$ cat config.mk
export PLATFORM = sky130hd
export DESIGN_NAME = sparse_neighbor_pixel_counter
export DESIGN_NICKNAME = d
export VERILOG_FILES = /design/src/design/snpc_pkg.sv /design/src/design/snpc_ctrl.sv /design/src/design/snpc_datapath.sv /design/src/design/sparse_neighbor_pixel_counter.sv
export VERILOG_INCLUDE_DIRS = /design/src /design/src/design
export SDC_FILE = /design/constraint.sdc
export NUM_CORES = 1
export LEC_CHECK = 0
export BUFFER_PORTS_ARGS = -buffer_cell sky130_fd_sc_hd__buf_2
export CORE_UTILIZATION = 43
export CTS_CLUSTER_DIAMETER = 120
export DETAILED_ROUTE_END_ITERATION = 10
export PLACE_DENSITY = 0.64
export SYNTH_ARGS = -nofsm -noshare
export SYNTH_HDL_FRONTEND = slang
export SYNTH_SLANG_ARGS = --single-unit
$ cat constraint.sdc
create_clock -name clk -period 8.7 [get_ports clk]
set_input_delay 0.435 -clock clk [delete_from_list [all_inputs] [get_ports clk]]
set_output_delay 0.435 -clock clk [all_outputs]
set_load 0.02 [all_outputs]
$ cat src/design/sparse_neighbor_pixel_counter_macros.svh
// ----------------------------------------------------------------------------
// sparse neighbour pixel counter assertion macros
// shared property forms, clocked on clk and held off by rst_n
// ----------------------------------------------------------------------------
`ifndef SPARSE_NEIGHBOR_PIXEL_COUNTER_MACROS_SVH
`define SPARSE_NEIGHBOR_PIXEL_COUNTER_MACROS_SVH

// consequent checked in the same cycle
`define SNPC_ASSERT_NOW(label, ante, cons, msg) \
  label: assert property (@(posedge clk) disable iff (!rst_n) (ante) |-> (cons)) \
    else $error(msg);

// consequent checked in the following cycle
`define SNPC_ASSERT_NEXT(label, ante, cons, msg) \
  label: assert property (@(posedge clk) disable iff (!rst_n) (ante) |=> (cons)) \
    else $error(msg);

`endif

$ cat src/design/snpc_pkg.sv
// ----------------------------------------------------------------------------
// snpc_pkg
// types and constants shared by the sparse neighbour pixel counter
// ----------------------------------------------------------------------------
package snpc_pkg;

  localparam int ROW_WIDTH_W = 9;
  localparam int THRESH_W    = 4;
  localparam int SUM_W       = 24;
  localparam int IDX_W       = 2;
  localparam int CFG_W       = 9;

  localparam logic [IDX_W-1:0]       REG_ROW_WIDTH = 2'd0;
  localparam logic [IDX_W-1:0]       REG_THRESHOLD = 2'd1;
  localparam logic [ROW_WIDTH_W-1:0] ROW_WIDTH_RST = 9'd256;
  localparam logic [THRESH_W-1:0]    THRESH_RST    = 4'd4;

  // window without its centre
  localparam logic [8:0] NB_MASK = 9'h1EF;

  typedef enum logic [1:0] {
    ST_RUN,
    ST_FILL,
    ST_BELOW,
    ST_EMIT
  } ctrl_state_t;

  typedef struct packed {
    logic push;
    logic use_input;
    logic emit;
  } cmd_t;

  typedef struct packed {
    logic row_end;
    logic out_free;
  } status_t;

endpackage

$ cat src/design/snpc_ctrl.sv
// ----------------------------------------------------------------------------
// snpc_ctrl
// sequencer: pixel intake, end-of-image flush and result hand-off
// ----------------------------------------------------------------------------
module snpc_ctrl (
  input  logic             clk,
  input  logic             rst_n,
  input  logic             in_tvalid,
  input  logic             in_tlast,
  output logic             in_tready,
  input  snpc_pkg::status_t status,
  output snpc_pkg::cmd_t    cmd
);
  import snpc_pkg::*;

  ctrl_state_t state_r, state_nxt;

  always_ff @(posedge clk) begin
    if (!rst_n) begin
      state_r <= ST_RUN;
    end else begin
      state_r <= state_nxt;
    end
  end

  always_comb begin
    state_nxt = state_r;
    unique case (state_r)
      ST_RUN: begin
        if (in_tvalid && in_tlast) begin
          state_nxt = status.row_end ? ST_BELOW : ST_FILL;
        end
      end
      ST_FILL: begin
        if (status.row_end) begin
          state_nxt = ST_BELOW;
        end
      end
      ST_BELOW: begin
        if (status.row_end) begin
          state_nxt = ST_EMIT;
        end
      end
      ST_EMIT: begin
        if (status.out_free) begin
          state_nxt = ST_RUN;
        end
      end
      default: state_nxt = ST_RUN;
    endcase
  end

  always_comb begin
    in_tready     = 1'b0;
    cmd.push      = 1'b0;
    cmd.use_input = 1'b0;
    cmd.emit      = 1'b0;
    unique case (state_r)
      ST_RUN: begin
        in_tready     = 1'b1;
        cmd.push      = in_tvalid;
        cmd.use_input = 1'b1;
      end
      ST_FILL, ST_BELOW: begin
        cmd.push = 1'b1;
      end
      ST_EMIT: begin
        cmd.emit = status.out_free;
      end
      default: begin
        in_tready = 1'b0;
      end
    endcase
  end

endmodule

$ cat src/design/snpc_datapath.sv
// ----------------------------------------------------------------------------
// snpc_datapath
// row buffer, 3x3 window, neighbour judge, saturating total and result register
// ----------------------------------------------------------------------------
`include "sparse_neighbor_pixel_counter_macros.svh"

module snpc_datapath #(
  parameter int MAX_WIDTH  = 256,
  parameter int TOTAL_BITS = 24
) (
  input  logic                             clk,
  input  logic                             rst_n,
  input  logic                             in_occupied,
  input  snpc_pkg::cmd_t                   cmd,
  output snpc_pkg::status_t                status,
  input  logic                             cfg_valid,
  input  logic [snpc_pkg::IDX_W-1:0]       cfg_index,
  input  logic [snpc_pkg::CFG_W-1:0]       cfg_data,
  output logic                             out_tvalid,
  input  logic                             out_tready,
  output logic [snpc_pkg::SUM_W-1:0]       out_tdata
);
  import snpc_pkg::*;

  localparam int CW = (MAX_WIDTH > 1) ? $clog2(MAX_WIDTH) : 1;
  localparam logic [TOTAL_BITS-1:0] TOTAL_MAX = {TOTAL_BITS{1'b1}};

  function automatic logic [3:0] count_set(input logic [8:0] w);
    logic [3:0] n;
    n = '0;
    for (int k = 0; k < 9; k++) begin
      n = n + 4'(w[k]);
    end
    return n;
  endfunction

  logic [ROW_WIDTH_W-1:0] row_width_r;
  logic [THRESH_W-1:0]    thresh_r;
  logic [1:0]             mem [MAX_WIDTH];
  logic [1:0]             rd_data_r;
  logic [8:0]             win_r, win_nxt;
  logic [CW-1:0]          col_r, col_nxt;
  logic [1:0]             rows_r, rows_nxt;
  logic [TOTAL_BITS-1:0]  total_r, total_nxt;
  logic                   out_valid_r;
  logic [SUM_W-1:0]       out_data_r;

  logic [31:0]            rw32, weff32, tot32;
  logic                   row_end, occ, top, mid, j1, j2;
  logic [8:0]             win1, win2;
  logic [1:0]             inc;
  logic [TOTAL_BITS:0]    sum;

  always_ff @(posedge clk) begin
    if (!rst_n) begin
      row_width_r <= ROW_WIDTH_RST;
      thresh_r    <= THRESH_RST;
    end else if (cfg_valid) begin
      if (cfg_index == REG_ROW_WIDTH) begin
        row_width_r <= cfg_data[ROW_WIDTH_W-1:0];
      end else if (cfg_index == REG_THRESHOLD) begin
        thresh_r <= cfg_data[THRESH_W-1:0];
      end
    end
  end

  // effective width and end of row
  always_comb begin
    rw32 = 32'(row_width_r);
    if (rw32 == 32'd0) begin
      weff32 = 32'd1;
    end else if (rw32 > 32'(MAX_WIDTH)) begin
      weff32 = 32'(MAX_WIDTH);
    end else begin
      weff32 = rw32;
    end
    row_end = (32'(col_r) + 32'd1) >= weff32;
  end

  // window shift and judging of the centre pixel
  always_comb begin
    occ  = cmd.use_input & in_occupied;
    top  = rows_r[1] & rd_data_r[1];
    mid  = (rows_r != 2'd0) & rd_data_r[0];
    win1 = {occ, mid, top, win_r[8:3]};
    win2 = {3'b000, win1[8:3]};
    j1   = (col_r != '0) && (rows_r != 2'd0) && win1[4] &&
           (count_set(win1 & NB_MASK) < thresh_r);
    j2   = row_end && (rows_r != 2'd0) && win2[4] &&
           (count_set(win2 & NB_MASK) < thresh_r);
    inc  = {1'b0, j1} + {1'b0, j2};
    sum  = {1'b0, total_r} + (TOTAL_BITS+1)'(inc);
  end

  always_comb begin
    win_nxt   = win_r;
    col_nxt   = col_r;
    rows_nxt  = rows_r;
    total_nxt = total_r;
    if (cmd.emit) begin
      win_nxt   = '0;
      col_nxt   = '0;
      rows_nxt  = '0;
      total_nxt = '0;
    end else if (cmd.push) begin
      total_nxt = sum[TOTAL_BITS] ? TOTAL_MAX : sum[TOTAL_BITS-1:0];
      if (row_end) begin
        win_nxt  = '0;
        col_nxt  = '0;
        rows_nxt = rows_r[1] ? rows_r : rows_r + 2'd1;
      end else begin
        win_nxt = win1;
        col_nxt = CW'(32'(col_r) + 32'd1);
      end
    end
  end

  always_ff @(posedge clk) begin
    if (!rst_n) begin
      win_r   <= '0;
      col_r   <= '0;
      rows_r  <= '0;
      total_r <= '0;
    end else begin
      win_r   <= win_nxt;
      col_r   <= col_nxt;
      rows_r  <= rows_nxt;
      total_r <= total_nxt;
    end
  end

  // row buffer: write current column, read the next one
  always_ff @(posedge clk) begin
    if (cmd.push) begin
      mem[col_r] <= {mid, occ};
    end
    if (cmd.push && (col_nxt == col_r)) begin
      rd_data_r <= {mid, occ};
    end else begin
      rd_data_r <= mem[col_nxt];
    end
  end

  assign tot32 = 32'(total_r);

  always_ff @(posedge clk) begin
    if (!rst_n) begin
      out_valid_r <= 1'b0;
    end else if (cmd.emit) begin
      out_valid_r <= 1'b1;
    end else if (out_tready) begin
      out_valid_r <= 1'b0;
    end
  end

  always_ff @(posedge clk) begin
    if (cmd.emit) begin
      out_data_r <= tot32[SUM_W-1:0];
    end
  end

  assign status.row_end  = row_end;
  assign status.out_free = !out_valid_r || out_tready;
  assign out_tvalid      = out_valid_r;
  assign out_tdata       = out_data_r;

  `SNPC_ASSERT_NEXT(a_emit_clears, cmd.emit, out_valid_r && total_r == '0 && rows_r == 2'd0, "emit did not clear image")
  `SNPC_ASSERT_NEXT(a_row_wrap, cmd.push && !cmd.emit && row_end, col_r == '0 && win_r == '0, "row end did not wrap")
  `SNPC_ASSERT_NEXT(a_total_sat, total_r == TOTAL_MAX && !cmd.emit, total_r == TOTAL_MAX, "total left saturation")
  `SNPC_ASSERT_NOW(a_emit_free, cmd.emit, !cmd.push, "emit during push")

endmodule

$ cat src/design/sparse_neighbor_pixel_counter.sv
// intake: one pixel per cycle while in_tready is high
// tlast: rest of its row and an empty row below are flushed, then the total is emitted
// the row buffer has a single write port and a single read port
// intake pauses during the end-of-image flush and until the previous total has been taken
// reset: synchronous active low, clears control and registers; row buffer not cleared
// ----------------------------------------------------------------------------
// sparse_neighbor_pixel_counter
// counts set pixels with few set neighbours in a row-ordered binary raster
// ----------------------------------------------------------------------------
module sparse_neighbor_pixel_counter #(
  parameter int MAX_WIDTH  = 256,
  parameter int TOTAL_BITS = 24
) (
  input  logic                           clk,
  input  logic                           rst_n,
  input  logic                           in_tvalid,
  output logic                           in_tready,
  input  logic [7:0]                     in_tdata,   // [0] occupied
  input  logic                           in_tlast,
  output logic                           out_tvalid,
  input  logic                           out_tready,
  output logic [snpc_pkg::SUM_W-1:0]     out_tdata,  // [23:0] sparse_total
  input  logic                           cfg_valid,
  output logic                           cfg_ready,
  input  logic [snpc_pkg::IDX_W-1:0]     cfg_index,
  input  logic [snpc_pkg::CFG_W-1:0]     cfg_data
);
  import snpc_pkg::*;

  cmd_t    cmd;
  status_t status;

  assign cfg_ready = 1'b1;

  snpc_ctrl u_ctrl (
    .clk       (clk),
    .rst_n     (rst_n),
    .in_tvalid (in_tvalid),
    .in_tlast  (in_tlast),
    .in_tready (in_tready),
    .status    (status),
    .cmd       (cmd)
  );

  snpc_datapath #(
    .MAX_WIDTH  (MAX_WIDTH),
    .TOTAL_BITS (TOTAL_BITS)
  ) u_datapath (
    .clk         (clk),
    .rst_n       (rst_n),
    .in_occupied (in_tdata[0]),
    .cmd         (cmd),
    .status      (status),
    .cfg_valid   (cfg_valid),
    .cfg_index   (cfg_index),
    .cfg_data    (cfg_data),
    .out_tvalid  (out_tvalid),
    .out_tready  (out_tready),
    .out_tdata   (out_tdata)
  );

endmodule
==> results, run 1 <==
- The floorplan step set the die height to 245 um.
- Of the available clock period, the critical path in the final layout requires 0.885.
- The starting DRC count in detailed routing is 1474.
- The min-delay analysis places its worst path in the category in -> reg.
- The internal portion of total power is 0.00539 W.
- The number of instances resized during post-cts repair is 0.
- The netlist uses 72 different library cells.
- In this run, placement finished with an instance count of 2386.
- The worst register-to-register path ends at u_datapath.total_r[21].
- The clock insertion delay at the later pin of the skew report is 0.65 ns.
- The share of total power dissipated in the clock network is 0.338.
- The residual DRC count is 0.
- Buffers added to address setup during post-CTS repair amount to 0.
- The largest net degree at the start of global routing is 157.
- The sequential share of the synthesized area is 0.684.
- The worst register-to-register path has a setup slack of 1.00 ns.
- In this run the power density over the cells is 266 mW/mm2.
- At the end of the flow, the number of nets in the layout was 1742.
- The net switching power is 0.00213 W.
- The width of the die is 245 um.
- The worst path in the final design needs a cycle of 7.70 ns, including I/O delays and setup.
- The filler cells instantiated in the layout total 4838.
- The post-route setup TNS is 0 ns.
- The worst-margin pin slew is 1.23 ns.
- The worst hold path terminates at u_datapath.row_width_r[8].
- For the worst flop-to-flop path, the logic depth is 26.
- Across all hold checks on the routed design, the worst slack comes to 0.0325 ns.
- The share of synthesized area in the top cell type comes to 0.634.
- The quantity of I/O buffers inserted on ports is 43.
- TritonCTS built the clock tree.
- The HPWL after detailed placement is 34400 um.
- The area growth from synthesis to layout is 11.5%.
- The most frequently used cell type in the post-synthesis netlist is edfxtp_1.
- The top fanout value on the critical path is 25.
- The number of standard cells in the layout, taps in and fillers out is 2498.
- Summing all multi-input logic gate instances after layout gives 0.00732 mm2.
- Of the total power, registers draw 0.456.
- Once detail routing completed, the nets flagged for antenna violations numbered 0.
- After clock tree synthesis, the flow added hold-fix buffers numbering 0.
- The aggregate global routing overflow is 0.
- The floorplan step defined a die boundary enclosing 0.0600 mm2.
- The placer congestion estimate is 0.824.
- Static timing analysis puts the maximum clock frequency at 130 MHz.
- The switching part of the total power is 0.283.
- The number of failing hold endpoints at the final stage came to 0.
- For this run, the total global-route usage over all layers was measured as 0.198.
- The prevailing post-synth register cell is edfxtp_1.
- The pre-antenna-repair detailed-routing pass consisted of 5 iterations.
- STA puts the critical path data required time at 9.18 ns.
- The tightest slew margin relative to the limit is 0.176.
- The repair_antennas step left the layout with diodes totalling 0.
- The cell area that synthesis handed to floorplanning was 0.0254 mm2.
- In the final layout, flip-flops and latches occupy 0.0174 mm2.
- The average instance in the mapped netlist occupies 15.5 um2.
- The first global-routing pass estimated 89100 um of wire.
- By count the netlist is led by 536 x edfxtp_1, 313 x nor2_1, 90 x mux4_2.
- The root buffer cell chosen for the clock tree is clkbuf_16.
- The average wire length per cell after detail routing is 23.3 um.
- The via count of the first global-routing pass is 14617.
- The clock sink total is 600.
- The leakage power figure is 9.13 nW.
- The proportion of power drawn by combinational gates is 0.206.
- The total CTS buffers is 59.
- Synthesis produced 1638 cells.
- In this run the most critical hold path is launched from cfg_data[8].
- The share of final-layout standard cells stronger than drive strength 1 is 0.171.
- In this run the number of H-tree levels came out at 2.
- The total nets after synthesis is 1698.
- Setup violations remaining at the end of the flow were counted as 0.
- The initial utilization of the core area, before any placement, comes to 0.438.
- The floorplan has 88 rows.
- The max-slew violation count came to 0.
- For this run, the number of Yosys warnings is 0.
- The synthesized design spends more area on one cell type than any other, namely edfxtp_1.
- The number of synthesized flops with an enable pin is 536.
- The peak supply drop is 0.201 mV.
- In the routed layout, each cell is associated on average with a via count of 5.72.
- Detailed routing inserted a total of 14298 vias.
- Pin placement for this block handled 52 I/O pins.
- On the final layout, the worst clock skew is 0.0359 ns.
- The clock slew seen by the registers of the worst setup and hold paths is 0.06 ns.
- The core region is 0.0580 mm2.
- By area the synthesized netlist is led by edfxtp_1 63%, mux4_2 8.0%, dfxtp_1 5.0%.
- Setup repair after global routing left no endpoint under its margin.
- Synthesis inferred 600 register bits.
- For this run, the share of the core covered by cells in the final layout is 0.488.
- Along the worst hold path, the cell count comes to 3.
- The launching element type of the critical path is a flop.
- The number of antenna violations at the first check in global routing came to 0.
- Across the run, the number of max-cap violations was 0.
- The wire length reported by the detailed router is 58300 um.
- The fraction of registers with async set or reset after synthesis is 0.
- The run finished with clean final reports.
- The category of the critical setup timing path is reg -> reg.
- The sort of element at the end of the critical path is a flop.
- At the worst endpoint, the arrival time is 8.18 ns.
- The maximum root-to-sink buffer count is 3.
worst max-delay path, stage by stage, from the launching register on:
cell      delay (ns)
dfxtp_4         0.73
mux4_1          0.64
mux4_2          0.51
nor2b_1         0.15
a211oi_1        0.48
nor4_1          0.13
nand3_2         0.22
fa_1            0.45
fa_1            0.47
fa_1            0.44
fa_1            0.50
inv_1           0.04
ha_1            0.26
a21boi_0        0.12
o21ai_0         0.16
nand2b_1        0.08
a21oi_1         0.20
fa_1            0.24
nand3_1         0.10
nor4b_1         0.29
buf_4           0.19
and4_1          0.28
nor2b_1         0.22
and3_1          0.24
nand3_1         0.11
xor2_1          0.15
a21oi_1         0.09
cell type report:
cell class                      count  share of cell area
Tap cell                          765              0.0338
Multi-Input combinational cell    905               0.259
Clock buffer                       68              0.0548
Sequential cell                   600               0.614
Timing Repair Buffer               85              0.0205
Clock inverter                     44              0.0135
Inverter                           31             0.00447
flip-flops by register name, summed over array words and instances, names as in the netlist, named ones only:
signal                  count
u_ctrl.state_r              2
u_datapath.col_r            8
u_datapath.mem            512
u_datapath.out_tdata       24
u_datapath.out_tvalid       1
u_datapath.row_width_r      9
u_datapath.rows_r           2
u_datapath.thresh_r         4
u_datapath.total_r         24
u_datapath.win_r            6
logic make-up after synthesis:
group / count (synthesis) / synth area share
simple gates: 512 / 0.0863
compound gates: 142 / 0.0395
xor+xnor: 26 / 0.00897
buf+inv: 133 / 0.0289
other cells: 1 / 0.000148
fa+ha+maj: 35 / 0.0193
flops: 600 / 0.684
mux: 189 / 0.132
metal layers:
metal,share of wire,up-vias,wire length [um],GRT usage
li1,-,6360,-,-
met1,0.43,7347,24800,0.268
met2,0.49,496,28400,0.328
met3,0.063,95,3650,0.0301
met4,0.026,0,1490,0.0653
met5,0,-,0,0
power by group through the flow:
stage               Clock (W)  Sequential, W  Combinational [W]
floorplan                   0        0.00346            0.00117
global placement            0        0.00349            0.00153
detailed placement          0        0.00349            0.00156
CTS                   0.00258        0.00343            0.00156
global route          0.00269        0.00344            0.00166
finish                0.00254        0.00343            0.00155
stage by stage:
stage | power (W) | instance area (um2) | setup WS [ns]
after floorplan | 0.00464 | 25400 | 1.47
after global placement | 0.00501 | 26400 | 0.943
after detailed placement | 0.00505 | 26400 | 0.952
after CTS | 0.00757 | 28300 | 0.912
after global routing | 0.00779 | 28300 | 0.448
final | 0.00751 | 28300 | 1.00
how the worst max path moves through the flow:
stage	start	cells past startpoint	to
after floorplan	u_ctrl.state_r[0]	20	u_datapath.total_r[21]
after global placement	flop	26	u_datapath.total_r[21]
after detailed placement	flop	26	u_datapath.total_r[21]
after CTS	flop	26	u_datapath.total_r[21]
after global routing	flop	23	u_datapath.total_r[13]
final	flop	26	u_datapath.total_r[21]
cell usage in the layout (no fill, tap or decap), drive strengths merged, types with 8 or more instances in the layout:
cell	n
nand4	10
xor2	13
nand3	47
ha	28
clkinv	32
nand2b	8
buf	85
edfxtp	536
nand2	77
clkbuf	68
xnor2	13
nor2	313
o22ai	10
mux4	111
nor2b	13
a21oi	42
mux2i	76
a31oi	10
nor3	9
o21ai	11
o221ai	14
dfxtp	64
inv	32
(Power assumes the default switching activity.)
==> inputs of run 2 (changes only) <==
- CORE_MARGIN: default -> 4
- REMOVE_ABC_BUFFERS: default -> 1
==> run 2 against run 1 <==
  * Sequential share of layout area is 0.26 points lower
  * Worst hold slack better by 0.053 ns
  * Routed wire length is 2.4% higher
  * Critical endpoint unchanged
  * Critical path type unchanged
  * Final area is 0.42% higher
  * Maximum frequency is 1.3% lower
  * Non-clock buffer count is 6 higher
  * Worst setup slack worse by 0.10 ns
  * Via count is 0.43% higher
  * Clock power is 4% higher
  * Total power is 1.5% higher
==> results, run 2 (synthesized netlist as in run 1, its figures left out) <==
- The run finished with clean final reports.
- The starting DRC count in detailed routing is 1453 (-1.4%).
- The period utilization was 0.897 (+0.0118).
- The largest net degree at the start of global routing is 147 (-6.4%).
- The max-slew violation count was 0 (unchanged).
- The top fanout value on the critical path came to 51 (+100%).
- The global-route track usage on met3 is 0.0327 (+0.00262).
- The placement-stage worst setup slack was 0.830 ns (-0.122 ns).
- The clock slew seen by the registers of the worst setup and hold paths came to 0.06 ns (about the same).
- The worst-margin pin slew is 1.21 ns (-0.0261 ns).
- The number of failing hold endpoints at the final stage was 0 (unchanged).
- The total track usage is 0.187 (-0.0109).
- The synthesis-to-layout area growth is 11.9%.
- The cell family contributing the most delay on the critical path is adder cells.
- The number of instances resized during post-cts repair was 0 (unchanged).
- The category of the critical setup timing path is reg -> reg.
- The die footprint came to 0.0630 mm2 (+5.0%).
- The clock insertion delay at the later pin of the skew report is 0.63 ns (-0.02 ns).
- The routed via count is 14359 (+0.43%).
- The cell that appears most often on the critical path is fa_1.
- The global routing usage on met2 is 0.294 (-0.0338).
- The number of max-cap violations came to 0 (unchanged).
- The class of the tightest hold or removal check is in -> reg.
- The diode insertion count for antenna repair is 0 (unchanged).
- The leakage power figure is 9.20 nW (+0.79%).
- The post-CTS setup buffer count is 0 (unchanged).
- The via count of the first global-routing pass was 14417 (-1.4%).
- The commonest non-fill, non-tap cell in the layout is edfxtp_1.
- TritonCTS built the clock tree.
- The detail-routed via count per cell is 5.73 (+0.15%).
- The top achievable clock speed is 128 MHz (-1.3%).
- The arrival time of the worst setup path is 8.26 ns (+0.08 ns).
- The data required time at the worst endpoint is 9.16 ns (-0.02 ns).
- The peak supply drop was 0.153 mV (-24%).
- The sort of element at the end of the critical path is a flop.
- The placer congestion estimate is 0.798 (-3.1%).
- The most utilized layer in the global route result is met2.
- The setup-violating endpoint count in the final report is 0 (unchanged).
- The starting density of the core was 0.438 (unchanged).
- The setup slack after layout was 0.897 ns (-0.103 ns).
- The total number of placement rows was 88 (unchanged).
- The antenna violation net count after detailed routing is 0 (unchanged).
- The count of buffering cells on the critical path with inverters included is 2 (unchanged).
- The width of the die was 251 um (+2.4%).
- The worst setup path is launched from a flop.
- The number of antenna violations at the first check in global routing is 0 (unchanged).
- The top cell types in the final layout, fill and taps aside, are 536 x edfxtp_1, 312 x nor2_1, 90 x mux4_2.
- The die extent in y came to 251 um (+2.4%).
- The H-tree depth is 2 (unchanged).
- The average wire length per cell after detail routing is 23.8 um (+2.1%).
- The delay of the slowest critical-path stage is 0.96 ns (+0.23 ns).
- The slowest cell on the critical path is dfxtp_4.
- The register with the most flip-flops is u_datapath.mem.
- The flip-flop count of the largest register, all copies and words added is 512 (unchanged).
- The clock sink total is 600 (unchanged).
- Setup repair after global routing left no endpoint under its margin.
- The core box area is 0.0580 mm2 (unchanged).
- The minimum clock period is 7.80 ns (+0.103 ns).
- The startpoint identified for the worst hold timing path is cfg_data[6].
- The global-route met1 utilization was 0.267 (-0.000485).
- The cell area power density is 268 mW/mm2 (+1.1%).
- The final-layout worst hold slack was 0.0853 ns (+0.0528 ns).
- The final clock skew is 0.0320 ns (-0.00386 ns).
- The number of nets in the finished design is 1749 (+0.40%).
- The number of buffers inserted for hold repair after clock tree synthesis is 0 (unchanged).
- The wire length of the first global-routing pass is 90100 um (+1.1%).
- The root buffer cell chosen for the clock tree is clkbuf_16.
- The count of pins on the block boundary came to 52 (unchanged).
- The wire length reported by the detailed router is 59700 um (+2.4%).
- The detailed-routing iteration count for the pre-antenna-repair pass came to 5 (unchanged).
- The tightest slew margin relative to the limit is 0.195 (+0.0197).
- The quantity of I/O buffers inserted on ports is 43 (unchanged).
- The total half-perimeter wirelength after legalization and detailed placement was 35900 um (+4.4%).
- The aggregate global routing overflow was 0 (unchanged).
- The share of final-layout standard cells stronger than drive strength 1 is 0.170 (-0.00184).
- The maximum root-to-sink buffer count came to 3 (unchanged).
- The total CTS buffers is 60 (+1.7%).
- The residual DRC count was 0 (unchanged).
-- run 2: cell count changes in the layout (fill, tap and decap cells not counted), sizes merged --
cell / previous run / this run
clkbuf: 68 / 76
buf: 85 / 91
clkinvlp: 6 / 0
bufinv: 5 / 8
clkinv: 32 / 30
inv: 32 / 30
-- run 2: layer usage --
metal  part of all wire  wire length [um]  vias up
li1                   -                 -     6382
met1               0.43             25400     7277
met2               0.46             27700      589
met3              0.080              4770      111
met4              0.030              1770        0
met5                  0                 0        -
-- run 2: worst min-delay path: stages --
cell and delay, ns:
buf_2 0.09, mux2i_1 0.06, nor2_1 0.08
-- run 2: report_power, final --
part           leakage (nW)  total [W]  switching, W  internal (W)
sequential             5.41    0.00344      0.000100       0.00334
clock                  1.00    0.00263       0.00107       0.00156
combinational          2.79    0.00155      0.000931      0.000623
-- run 2: path summary, 6_finish.rpt --
| kind | cells past startpoint | slack, ns | to |
|---|---|---|---|
| worst max register to register | 26 | 0.90 | u_datapath.total_r[21] |
| worst min register to register | 2 | 0.46 | u_datapath.win_r[3] |
| worst max-delay path | 26 | 0.90 | u_datapath.total_r[21] |
| worst min-delay path | 3 | 0.09 | u_datapath.row_width_r[6] |
-- run 2: final cells by class --
cell class | instances | area, um2
Clock inverter | 37 | 407
Tap cell | 765 | 957
Multi-Input combinational cell | 905 | 7310
Sequential cell | 600 | 17400
Fill cell | 4826 | 29600
Clock buffer | 76 | 1620
Inverter | 31 | 126
Timing Repair Buffer | 91 | 613
-- run 2: per-stage QoR --
stage,total power (W),util,cell area (um2),setup TNS (ns),std cells
6_report,0.00763,0.490,28400,0,2505
3_3_place_gp,0.00504,0.455,26400,0,2392
4_1_cts,0.00769,0.490,28400,0,2505
5_1_grt,0.00792,0.490,28400,0,2505
3_5_place_dp,0.00506,0.455,26400,0,2392
2_1_floorplan,0.00465,-,24800,-46.70,1536
==> inputs of run 3 (changes only) <==
- CELL_PAD_IN_SITES_DETAIL_PLACEMENT: default -> 2
- CELL_PAD_IN_SITES_GLOBAL_PLACEMENT: default -> 2
- PLACE_DENSITY: 0.64 -> 0.8
==> run 3 against run 2 <==
  * Sequential power about the same
  * Sequential cell count unchanged
  * Worst setup slack worse by 0.41 ns
  * Register-to-register slack worse by 0.41 ns
  * Largest power group unchanged
==> results, run 3 (synthesized netlist as in run 1, its figures left out) <==
- The global-route met1 utilization is 0.308 (+0.0414).
- The maximum root-to-sink buffer count was 3 (unchanged).
- The sequential share of power is 0.437 (-0.014).
- The fill cell total of the finished layout is 5235 (+8.5%).
- The H-tree depth is 3 (+1).
- The worst setup path is launched from a flop.
- The detailed-routing iteration count for the pre-antenna-repair pass is 7 (+2).
- The global-route track usage on met3 is 0.0337 (+0.00103).
- The total half-perimeter wirelength after legalization and detailed placement was 46200 um (+29%).
- The residual DRC count was 0 (unchanged).
- The period utilization is 0.944 (+0.0472).
- The routed via count is 15038 (+4.7%).
- The number of buffers inserted for hold repair after clock tree synthesis is 0 (unchanged).
- The starting DRC count in detailed routing is 1308 (-10%).
- The power share of the clock group was 0.347 (+0.002).
- The number of max-cap violations is 0 (unchanged).
- The clock sink total is 600 (unchanged).
- The number of nets in the finished design is 1753 (+0.23%).
- From synthesis to final layout, the design area changed by 12.3%.
- The width of the die is 251 um (unchanged).
- The minimum clock period is 8.21 ns (+0.411 ns).
- The share of final-layout standard cells stronger than drive strength 1 is 0.167 (-0.00268).
- The total number of placement rows came to 88 (unchanged).
- Setup repair after global routing left no endpoint under its margin.
- The clock slew seen by the registers of the worst setup and hold paths came to 0.06 ns (about the same).
- The count of pins on the block boundary was 52 (unchanged).
- The data required time at the worst endpoint is 9.13 ns (-0.03 ns).
- The tightest slew margin relative to the limit is 0.139 (-0.0567).
- The leakage power figure is 9.20 nW (about the same).
- The antenna violation net count after detailed routing was 0 (unchanged).
- The number of antenna violations at the first check in global routing came to 0 (unchanged).
- The register-to-register setup slack was 0.49 ns (-0.41 ns).
- The switching part of the total power is 0.294 (+0.0178).
- The total track usage is 0.241 (+0.0539).
- STA classifies the critical path endpoint as a flop.
- The layer flagged by global routing as most heavily used is met2.
- The min-delay analysis places its worst path in the category in -> reg.
- The top fanout value on the critical path is 34 (-33%).
- The setup-violating endpoint count in the final report is 0 (unchanged).
- The quantity of I/O buffers inserted on ports was 43 (unchanged).
- The worst-margin pin slew came to 1.29 ns (+0.0850 ns).
- The arrival time of the worst setup path was 8.64 ns (+0.38 ns).
- The peak supply drop is 0.220 mV (+44%).
- Counting flops per register, the top entry is u_datapath.mem.
- Leaving out fill and tap cells, the most frequent cells in the layout are 536 x edfxtp_1, 312 x nor2_1, 90 x mux4_2.
- The cell chosen for the clock root is clkbuf_16.
- The commonest non-fill, non-tap cell in the layout is edfxtp_1.
- The max-slew violation count is 0 (unchanged).
- Following the worst setup path forward leads to its endpoint at u_datapath.total_r[21].
- The die footprint is 0.0630 mm2 (unchanged).
- The global routing usage on met2 is 0.423 (+0.129).
- The top achievable clock speed is 122 MHz (-5.0%).
- The core box area is 0.0580 mm2 (unchanged).
- The total CTS buffers was 67 (+12%).
- The die extent in y is 251 um (unchanged).
- The cell area power density came to 275 mW/mm2 (+2.6%).
- The number of failing hold endpoints at the final stage is 0 (unchanged).
- The power after layout is 0.00785 W (+2.9%).
- The largest net degree at the start of global routing is 162 (+10%).
- The category of the critical setup timing path is reg -> reg.
- The placer congestion estimate came to 0.793 (-0.60%).
- The wire length reported by the detailed router is 76500 um (+28%).
- The clock insertion delay at the later pin of the skew report is 0.61 ns (-0.02 ns).
- TritonCTS built the clock tree.
- The final clock skew is 0.0228 ns (-0.00919 ns).
- The end of the worst register-to-register path is u_datapath.total_r[21].
- The area of combinational cells with multiple inputs was 0.00734 mm2 (+0.45%).
- The internal portion of total power is 0.00554 W (+0.33%).
- The cell total after placement is 2388 (-0.17%).
- The flip-flop count of the largest register, all copies and words added came to 512 (unchanged).
- The count of cells along the worst register-to-register path is 27 (+3.8%).
- The via count of the first global-routing pass came to 16735 (+16%).
- The proportion of power drawn by combinational gates is 0.216 (+0.012).
- The flow ran to the end, and the final reports show no timing, DRC or antenna violations.
- The detail-routed via count per cell is 5.99 (+4.6%).
- The number of standard cells in the layout, taps in and fillers out was 2509 (+0.16%).
- The net switching power is 0.00230 W (+9.5%).
- The diode insertion count for antenna repair is 0 (unchanged).
- The wire length of the first global-routing pass was 114000 um (+26%).
- The aggregate global routing overflow is 0 (unchanged).
- The sequential standard cell area is 0.0174 mm2 (unchanged).
- The average wire length per cell after detail routing is 30.5 um (+28%).
- The starting density of the core is 0.438 (unchanged).
[run 3: critical path: stages, from the launching register on]
cell and delay (ns):
dfxtp_4 0.68, buf_12 0.32, mux4_1 0.59, mux2i_1 0.23
mux2i_1 0.15, a2111oi_2 0.57, nor4_2 0.16, nand3_2 0.20
fa_1 0.46, fa_1 0.50, fa_1 0.46, fa_1 0.51
inv_1 0.05, ha_1 0.26, a21boi_0 0.12, o21ai_0 0.19
nand2b_1 0.09, a21oi_1 0.33, fa_1 0.28, nand3_1 0.14
nor4b_1 0.33, buf_4 0.20, and4_1 0.29, nor2b_1 0.25
and3_1 0.26, nand3_1 0.11, xor2_1 0.17, a21oi_1 0.10
[run 3: how the worst min path moves through the flow]
| stage | from | end | slack (ns) | cells after the start |
|---|---|---|---|---|
| floorplan | u_datapath.win_r[5] | u_datapath.win_r[5] | 0.43 | 2 |
| global placement | u_datapath.win_r[5] | u_datapath.win_r[5] | 0.44 | 2 |
| detailed placement | u_datapath.total_r[6] | u_datapath.out_tdata[6] | 0.46 | 0 |
| CTS | cfg_data[6] | u_datapath.row_width_r[6] | 0.07 | 3 |
| global route | cfg_data[6] | u_datapath.row_width_r[6] | 0.08 | 3 |
| finish | cfg_data[6] | u_datapath.row_width_r[6] | 0.09 | 3 |
[run 3: area by class of cell]
cell class | count | area share
sequential | 600 | 0.610
multi-input combinational | 905 | 0.257
clock buffer | 84 | 0.0622
tap | 765 | 0.0336
timing repair buffer | 88 | 0.0220
clock inverter | 36 | 0.0104
inverter | 31 | 0.00443
[run 3: metrics by stage]
step                      utilization  setup slack, ns  area, um2  setup TNS (ns)  hold WS [ns]
after floorplan                     -            -2.31      24800          -46.70         0.432
after global placement          0.455            0.255      26400               0         0.445
after detailed placement        0.455          -0.0180      26400         -0.0180         0.461
after CTS                       0.491            0.128      28500               0        0.0653
after global routing            0.491           0.0288      28500               0        0.0784
final                           0.491            0.486      28500               0        0.0852
[run 3: timing repair]
action	in CTS	in global routing
resized for setup	0	3
setup buffers	1	0
setup endpoints to repair	2	7
[run 3: per-layer routing]
metal	vias up	part of all wire
li1	6364	-
met1	8054	0.40
met2	466	0.51
met3	154	0.045
met4	0	0.037
met5	-	0
[run 3: power by group through the flow]
| stage | clock (W) | sequential [W] | combinational, W |
|---|---|---|---|
| global route | 0.00289 | 0.00344 | 0.00180 |
| CTS | 0.00277 | 0.00343 | 0.00170 |
| detailed placement | 0 | 0.00351 | 0.00163 |
| floorplan | 0 | 0.00364 | 0.00101 |
| global placement | 0 | 0.00350 | 0.00155 |
| finish | 0.00272 | 0.00343 | 0.00169 |
